--- config.mk ---
export PLATFORM = sky130hd
export DESIGN_NAME = free_list_segment_allocator
export DESIGN_NICKNAME = d
export VERILOG_FILES = /design/src/fla_pkg.sv /design/src/free_list_segment_allocator.sv
export SDC_FILE = /design/constraint.sdc
export NUM_CORES = 2
export LEC_CHECK = 0
export BUFFER_PORTS_ARGS = -buffer_cell sky130_fd_sc_hd__buf_2
export CAP_MARGIN = 40
export CORE_AREA = 2 2 381 270
export CTS_CLUSTER_SIZE = 8
export DETAILED_ROUTE_END_ITERATION = 10
export DIE_AREA = 0 0 383 272
export PLACE_DENSITY_LB_ADDON = 0.3
export SLEW_MARGIN = 5
export SYNTH_ARGS = -nofsm -noshare
export SYNTH_HDL_FRONTEND = slang
export SYNTH_SLANG_ARGS = --single-unit
--- constraint.sdc ---
create_clock -name clk -period 9.76 [get_ports clk]
set_input_delay 0.976 -clock clk [delete_from_list [all_inputs] [get_ports clk]]
set_output_delay 0.976 -clock clk [all_outputs]
set_load 0.02 [all_outputs]
--- src/fla_pkg.sv ---
// Package with types, codes and defaults for the free-list segment allocator.
package fla_pkg;

  localparam int FREE_SEGMENTS_DEF = 16;
  localparam int BUSY_BLOCKS_DEF   = 16;
  localparam int ADDR_W = 16;
  localparam int LEN_W  = 17;
  localparam logic [LEN_W-1:0] POOL_MAX = 17'd65536;

  // Result status codes.
  typedef enum logic [1:0] {
    ST_OK      = 2'd0,
    ST_NOFIT   = 2'd1,
    ST_UNKNOWN = 2'd2,
    ST_FULL    = 2'd3
  } status_t;

  // Action codes.
  typedef enum logic {
    ACT_ALLOC   = 1'b0,
    ACT_RELEASE = 1'b1
  } action_t;

  // Configuration register indexes.
  localparam logic CFG_FIT_MODE  = 1'b0;
  localparam logic CFG_POOL_SIZE = 1'b1;

  typedef struct packed {
    logic [0:0]       action;
    logic [LEN_W-1:0] request_size;
    logic [ADDR_W-1:0] block_address;
  } item_in_t;

  typedef struct packed {
    logic [ADDR_W-1:0] granted_address;
    logic [1:0]        status;
  } item_out_t;

  // Sequencer states.
  typedef enum logic [3:0] {
    S_IDLE,
    S_INIT,
    S_ASCAN,
    S_ABUSY,
    S_ACOMMIT,
    S_BSCAN,
    S_RSCAN,
    S_RFREE,
    S_RCOMMIT,
    S_DONE
  } state_t;

endpackage

--- src/free_list_segment_allocator.sv ---
// Top level of the free-list segment allocator: tables, scan sequencer and ports.
//
// Channel | Signals                              | Handshake
// cfg     | cfg_valid cfg_ready cfg_index cfg_data | valid and ready
// in      | start busy in_item                   | start while not busy
// out     | done out_item                        | one-cycle strobe
//
// An allocate scans the free table and then the busy table; a release scans the
// busy table and then the free table twice: one shared compare unit visits one table
// entry a cycle. Writing pool_size starts a clearing pass over both tables;
// reset runs the same pass.
// Results are shown for one cycle with done and cannot be stalled.
module free_list_segment_allocator #(
  parameter int FREE_SEGMENTS = fla_pkg::FREE_SEGMENTS_DEF,
  parameter int BUSY_BLOCKS   = fla_pkg::BUSY_BLOCKS_DEF
) (
  input  logic              clk,
  input  logic              rst,
  input  logic              cfg_valid,
  output logic              cfg_ready,
  input  logic              cfg_index,
  input  logic [16:0]       cfg_data,
  input  logic              start,
  output logic              busy,
  input  fla_pkg::item_in_t in_item,
  output logic              done,
  output fla_pkg::item_out_t out_item
);
  import fla_pkg::*;

  localparam int FW = (FREE_SEGMENTS > 1) ? $clog2(FREE_SEGMENTS) : 1;
  localparam int BW = (BUSY_BLOCKS > 1) ? $clog2(BUSY_BLOCKS) : 1;
  localparam int NMAX = (FREE_SEGMENTS > BUSY_BLOCKS) ? FREE_SEGMENTS : BUSY_BLOCKS;
  localparam int CW = $clog2(NMAX + 1);

  // Tables.
  logic [ADDR_W-1:0] free_start [FREE_SEGMENTS];
  logic [LEN_W-1:0]  free_length [FREE_SEGMENTS];
  logic [FREE_SEGMENTS-1:0] free_used;
  logic [ADDR_W-1:0] busy_start [BUSY_BLOCKS];
  logic [LEN_W-1:0]  busy_length [BUSY_BLOCKS];
  logic [BUSY_BLOCKS-1:0] busy_used;

  logic fit_mode;
  logic [LEN_W-1:0] pool_size;

  state_t state, state_next;
  logic [CW-1:0] cnt;
  item_in_t req;

  // Scan results.
  logic pick_ok, slot_ok, left_ok, right_ok;
  logic [FW-1:0] pick, fslot, left, right;
  logic [BW-1:0] bslot, blk;
  logic [ADDR_W-1:0] pick_start;
  logic [LEN_W-1:0]  pick_len;
  logic [ADDR_W-1:0] bs;
  logic [LEN_W-1:0]  bl;

  logic [FW-1:0] fi;
  logic [BW-1:0] bi;
  logic last_f, last_b;

  assign fi = cnt[FW-1:0];
  assign bi = cnt[BW-1:0];
  assign last_f = (cnt == CW'(FREE_SEGMENTS - 1));
  assign last_b = (cnt == CW'(BUSY_BLOCKS - 1));

  // Shared unit: one entry compare per cycle.
  logic [ADDR_W-1:0] e_start;
  logic [LEN_W-1:0]  e_len;
  logic              e_used;
  logic [LEN_W:0]    e_end;
  logic              fits, better;
  logic [LEN_W:0]    b_end;

  assign e_start = free_start[fi];
  assign e_len   = free_length[fi];
  assign e_used  = free_used[fi];
  assign e_end   = {2'b0, e_start} + {1'b0, e_len};
  assign b_end   = {2'b0, bs} + {1'b0, bl};
  assign fits    = e_used && (e_len >= req.request_size);
  assign better  = !fit_mode ? (e_start < pick_start)
                 : ((e_len < pick_len) || (e_len == pick_len && e_start < pick_start));

  // An item offered in the same cycle as a register write goes first.
  assign busy = (state != S_IDLE);
  assign cfg_ready = (state == S_IDLE) && !start;

  // Next state.
  always_comb begin
    state_next = state;
    case (state)
      S_IDLE: begin
        if (start) state_next = (in_item.action == ACT_ALLOC) ? S_ASCAN : S_BSCAN;
        else if (cfg_valid && cfg_index == CFG_POOL_SIZE) state_next = S_INIT;
      end
      S_INIT:  if (cnt == CW'(NMAX - 1)) state_next = S_IDLE;
      S_ASCAN: begin
        if (req.request_size == '0) state_next = S_DONE;
        else if (last_f) state_next = S_ABUSY;
      end
      S_ABUSY: begin
        if (!pick_ok) state_next = S_DONE;
        else if (!busy_used[bi] || last_b) state_next = S_ACOMMIT;
      end
      S_ACOMMIT: state_next = S_DONE;
      S_BSCAN: begin
        if (busy_used[bi] && busy_start[bi] == req.block_address) state_next = S_RSCAN;
        else if (last_b) state_next = S_DONE;
      end
      S_RSCAN: if (last_f) state_next = S_RFREE;
      S_RFREE: begin
        if (left_ok || right_ok || !free_used[fi] || last_f) state_next = S_RCOMMIT;
      end
      S_RCOMMIT: state_next = S_DONE;
      S_DONE:  state_next = S_IDLE;
      default: state_next = S_IDLE;
    endcase
  end

  // Outputs.
  always_comb begin
    done = (state == S_DONE);
  end

  // Sequencer registers and scan bookkeeping.
  always_ff @(posedge clk) begin
    if (rst) begin
      state <= S_INIT;
      cnt <= '0;
      fit_mode <= 1'b0;
      pool_size <= POOL_MAX;
      out_item <= '0;
    end else begin
      state <= state_next;
      case (state)
        S_IDLE: begin
          cnt <= '0;
          pick_ok <= 1'b0; slot_ok <= 1'b0; left_ok <= 1'b0;
          right_ok <= 1'b0;
          if (start) begin
            req <= in_item;
          end else if (cfg_valid) begin
            if (cfg_index == CFG_FIT_MODE) fit_mode <= cfg_data[0];
            else if (cfg_data == '0) pool_size <= 17'd1;
            else if (cfg_data > POOL_MAX) pool_size <= POOL_MAX;
            else pool_size <= cfg_data;
          end
        end
        S_INIT: cnt <= cnt + 1'b1;
        S_ASCAN: begin
          if (fits && (!pick_ok || better)) begin
            pick_ok <= 1'b1; pick <= fi; pick_start <= e_start; pick_len <= e_len;
          end
          cnt <= last_f ? '0 : cnt + 1'b1;
          if (req.request_size == '0) out_item <= '{'0, ST_NOFIT};
        end
        S_ABUSY: begin
          if (!pick_ok) out_item <= '{'0, ST_NOFIT};
          else if (!busy_used[bi]) begin
            slot_ok <= 1'b1; bslot <= bi;
          end else if (last_b) out_item <= '{'0, ST_FULL};
          cnt <= cnt + 1'b1;
        end
        S_ACOMMIT: if (slot_ok) out_item <= '{pick_start, ST_OK};
        S_BSCAN: begin
          if (busy_used[bi] && busy_start[bi] == req.block_address) begin
            blk <= bi; bs <= busy_start[bi]; bl <= busy_length[bi];
            cnt <= '0;
          end else begin
            if (last_b) out_item <= '{'0, ST_UNKNOWN};
            cnt <= cnt + 1'b1;
          end
        end
        S_RSCAN: begin
          if (e_used) begin
            if (e_end == {2'b0, bs}) begin
              left_ok <= 1'b1; left <= fi;
            end else if ({2'b0, e_start} == b_end) begin
              right_ok <= 1'b1; right <= fi;
            end
          end
          cnt <= last_f ? '0 : cnt + 1'b1;
        end
        S_RFREE: begin
          if (!left_ok && !right_ok) begin
            if (!free_used[fi]) begin
              slot_ok <= 1'b1; fslot <= fi;
            end
            cnt <= cnt + 1'b1;
          end
        end
        S_RCOMMIT: begin
          if (left_ok || right_ok || slot_ok) out_item <= '{'0, ST_OK};
          else out_item <= '{'0, ST_FULL};
        end
        default: ;
      endcase
    end
  end

  // Table updates.
  always_ff @(posedge clk) begin
    if (rst || state == S_INIT) begin
      if (cnt < CW'(FREE_SEGMENTS)) begin
        free_start[fi] <= '0;
        free_length[fi] <= (fi == '0) ? pool_size : '0;
        free_used[fi] <= (fi == '0);
      end
      if (cnt < CW'(BUSY_BLOCKS)) busy_used[bi] <= 1'b0;
    end else if (state == S_ACOMMIT && slot_ok) begin
      busy_used[bslot] <= 1'b1;
      busy_start[bslot] <= pick_start;
      busy_length[bslot] <= req.request_size;
      if (pick_len == req.request_size) begin
        free_used[pick] <= 1'b0;
        free_start[pick] <= '0;
        free_length[pick] <= '0;
      end else begin
        free_start[pick] <= pick_start + req.request_size[ADDR_W-1:0];
        free_length[pick] <= pick_len - req.request_size;
      end
    end else if (state == S_RCOMMIT && (left_ok || right_ok || slot_ok)) begin
      busy_used[blk] <= 1'b0;
      if (left_ok && right_ok) begin
        free_length[left] <= free_length[left] + bl + free_length[right];
        free_used[right] <= 1'b0;
        free_start[right] <= '0;
        free_length[right] <= '0;
      end else if (left_ok) begin
        free_length[left] <= free_length[left] + bl;
      end else if (right_ok) begin
        free_start[right] <= bs;
        free_length[right] <= free_length[right] + bl;
      end else begin
        free_used[fslot] <= 1'b1;
        free_start[fslot] <= bs;
        free_length[fslot] <= bl;
      end
    end
  end

endmodule

==> summary.txt <==
Routing
  • Vias: 43,700
  • Via density per instance: 7.45
  • Routed WL per cell: 34.9 um
  • DR iter-0 viols: 8,079
  • Post-route ant nets: 0
  • Drt first pass iters: 7
  • Drt drc: 0
  • DRT Wirelength: 205 mm

CTS
  • Clock root cell: clkbuf_16
  • Num CTS Buffers: 178
  • Clock Tree Buf Depth: 3
  • Clk sink count: 1,272
  • H-tree level count: 4
  • Clock slew at reported path FFs: 60 ps
  • Post-cts sizing count: 0
  • Post-CTS Hold Fix Bufs: 0
  • Insertion delay to the later sink of the worst-skew pair: 810 ps
  • Postcts setup bufs: 0
  • CTS tree: yes

Placement
  • Post-DP HPWL: 127 mm
  • Pre-CTS setup slack: 2810 ps
  • RePlAce Congestion: 0.990
  • Placed insts: 5,595
  • Port buffer count: 76
  • Dpl cell area: 67,000 sq um

Pwr
  • P_int: 11.8 mW
  • Power consumption: 17.3 mW
  • Clock Power Share: 33.6%
  • Combinational share of power: 27.7%
  • Switching Power: 5.54 mW
  • P_leak: 24.6 nW
  • Sw Share: 32.0%
  • Max VDD drop: 216 uV
  • Flop pwr share: 38.7%
  • Total power per unit cell area: 240 nW/um^2

Timing
  • Hold Fails Final Rpt: 0
  • Skew final: 50.9 ps
  • Unrepaired setup endpoints after global routing: no
  • Setup violators final: 0
  • Slew at the pin closest to its max-slew limit: 1040 ps
  • Total negative setup slack: 0 ps
  • Final WS setup: 2740 ps
  • FMAX: 0.142 GHz
  • Tcrit/Tclk final: 72.0%
  • Max-slew headroom: 30.3%
  • Fin. max-slew vios: 0
  • Final min period: 7020 ps

Setup path
  • FF-to-FF setup slack: 2740 ps
  • Worst EP arrival: 7530 ps
  • Crit. End Element: flop
  • CP Cell Sequence: buf_4 -> mux4_2 -> mux4_2 -> fa_1 -> a211oi_1 -> o21bai_1 -> a21oi_1 -> xnor2_1 -> ha_1 -> o21a_1 -> a211oi_1 -> o21bai_1 -> maj3_1 -> a21o_1 -> and4b_1 -> nor4b_1 -> mux2i_1 -> buf_4 -> o221ai_1
  • Setup CP Type: reg2reg
  • Worst setup path end: free_length[9][16]
  • R2R Path End: free_length[9][16]
  • Slowest CP cell: dfxtp_4
  • Delay of the slowest critical-path stage: 830 ps
  • R2R depth: 19
  • Critical path fanouts, max: 35
  • Worst EP required: 10,260 ps
  • Startpoint types: flop

Synth
  • Post-Syn Nets: 4,510
  • Avg Cell Area, Syn: 14.9 sq um
  • Yosys top cell by area: edfxtp_1
  • Yosys cell types: 85
  • Synthesized cell area: 64,000 sq um
  • Synth warnings: 0
  • Top cells by count, synth: 1,215 x edfxtp_1, 485 x mux4_2, 382 x nor2_1, 334 x a21oi_1, 212 x nand2_1
  • Cell with the most instances after synthesis: edfxtp_1
  • EDFF count, synth: 1,215
  • Seq/Total Area, Yosys: 58.8%
  • Ys flop type: edfxtp_1
  • Top cell type's share of synthesized area: 57.0%
  • Cells after Synth: 4,282
  • Synth area leaders: edfxtp_1 57%, mux4_2 17%, ha_1 3.2%
  • Post-synthesis async set-or-reset flop share: 0%
  • Seq cells post-synth: 1,272

Finish
  • Nets: 4,653
  • Filler cells: 6,141
  • Share of cells above drive strength 1: 22.6%
  • Fin area: 72,100 sq um
  • Synthesis-to-finish area growth: 12.7%
  • Non-Filler Instances: 5,866

Die
  • Die Wd: 383 um
  • Die H: 272 um
  • Initial core utilization: 63.4%
  • Core Region: 101,000 sq um
  • Total die area: 104,000 sq um
  • I/O pins: 77
  • Row cnt: 98

Run status
  • Status: complete, no violations

Global routing
  • Initial antenna violation count: 3
  • First-pass GRT wire length: 296 mm
  • Total GRT Usage: 39.8%
  • Vias in the first global route: 42,600
  • Remaining Overflow, GRT: 0
  • Largest net degree at the start of global routing: 105

Job
  • Max cap viols: 0

Worst hold path
  • Hold crit path type: in2reg
==> final cells by class <==
type,count,area [sq um],area share [%]
diodes,3,7.51,0.0104
clock buffers,252,4740,6.57
clock inverters,16,360,0.500
inverters,102,383,0.531
multi-input cells,2624,25200,34.9
flip-flops and latches,1272,37700,52.2
well taps,1350,1690,2.34
repair buffers,247,2080,2.89
==> metal layers <==
metal	GRT usage [%]	routed length, um	up-vias	part of all wire, %
met5	0	39	-	0.019
met3	13.0	32100	706	16
li1	-	-	17400	-
met2	56.6	88600	3929	43
met1	57.4	74500	21600	36
met4	16.4	9680	6	4.7
==> stage by stage <==
step / hold slack [ps] / util, %
6_report: 350 / 71.5
5_1_grt: 335 / 71.5
4_1_cts: 319 / 71.5
3_5_place_dp: 444 / 66.4
3_3_place_gp: 436 / 65.7
2_1_floorplan: 436 / -
==> power by group through the flow <==
stage / Sequential, mW / Combinational [mW] / Clock (mW)
floorplan: 6.59 / 3.29 / 0
CTS: 6.70 / 4.66 / 5.80
global route: 6.73 / 5.03 / 6.02
detailed placement: 6.79 / 4.55 / 0
global placement: 6.77 / 4.38 / 0
finish: 6.71 / 4.79 / 5.81
==> state kept, by name (all words and copies together), names as in the netlist, 18 cells and up, named ones only <==
signal	count
busy_length	272
busy_start	256
free_length	272
free_start	256
out_item	18
req	33
==> critical path: cells and delay by family (launching register included) <==
family                     cells  cell delay, ps
AOI/OAI and AO/OA              8            1660
muxes                          3            1380
adders and majority gates      3            1140
DFF                            1             830
buffers and inverters          2             770
and+or+nand+nor                2             720
xor gates and xnor gates       1             160
==> how the worst min path moves through the flow <==
stage	startpoint	to	slack, ps	cells past startpoint
3_3_place_gp	out_item[5]	out_item[5]	440	2
2_1_floorplan	pool_size[16]	pool_size[16]	440	1
6_report	in_item[29]	req[29]	350	1
5_1_grt	in_item[29]	req[29]	330	1
3_5_place_dp	out_item[8]	out_item[8]	440	2
4_1_cts	in_item[20]	req[20]	320	1
==> cells in the final DEF (no fill, tap or decap), types with 54 or more instances in the layout <==
master / instances
nor2_1: 354
clkbuf_1: 73
inv_1: 101
nand3_1: 54
xnor2_1: 104
edfxtp_1: 1215
nand2_1: 212
clkbuf_16: 178
mux2i_1: 105
mux4_2: 485
nor3_1: 54
o21ai_0: 102
a21oi_1: 332
buf_2: 76
ha_1: 165
buf_4: 132
==> logic make-up after synthesis <==
logic type / Yosys count / share of synthesized area [%]
buffers and inverters: 386 / 2.50
AOI/OAI and AO/OA: 785 / 7.59
and+or+nand+nor: 928 / 6.72
DFF: 1272 / 58.8
adders and majority gates: 173 / 3.46
muxes: 604 / 19.1
xor gates and xnor gates: 134 / 1.83
Power figures use the tool's default switching activity.
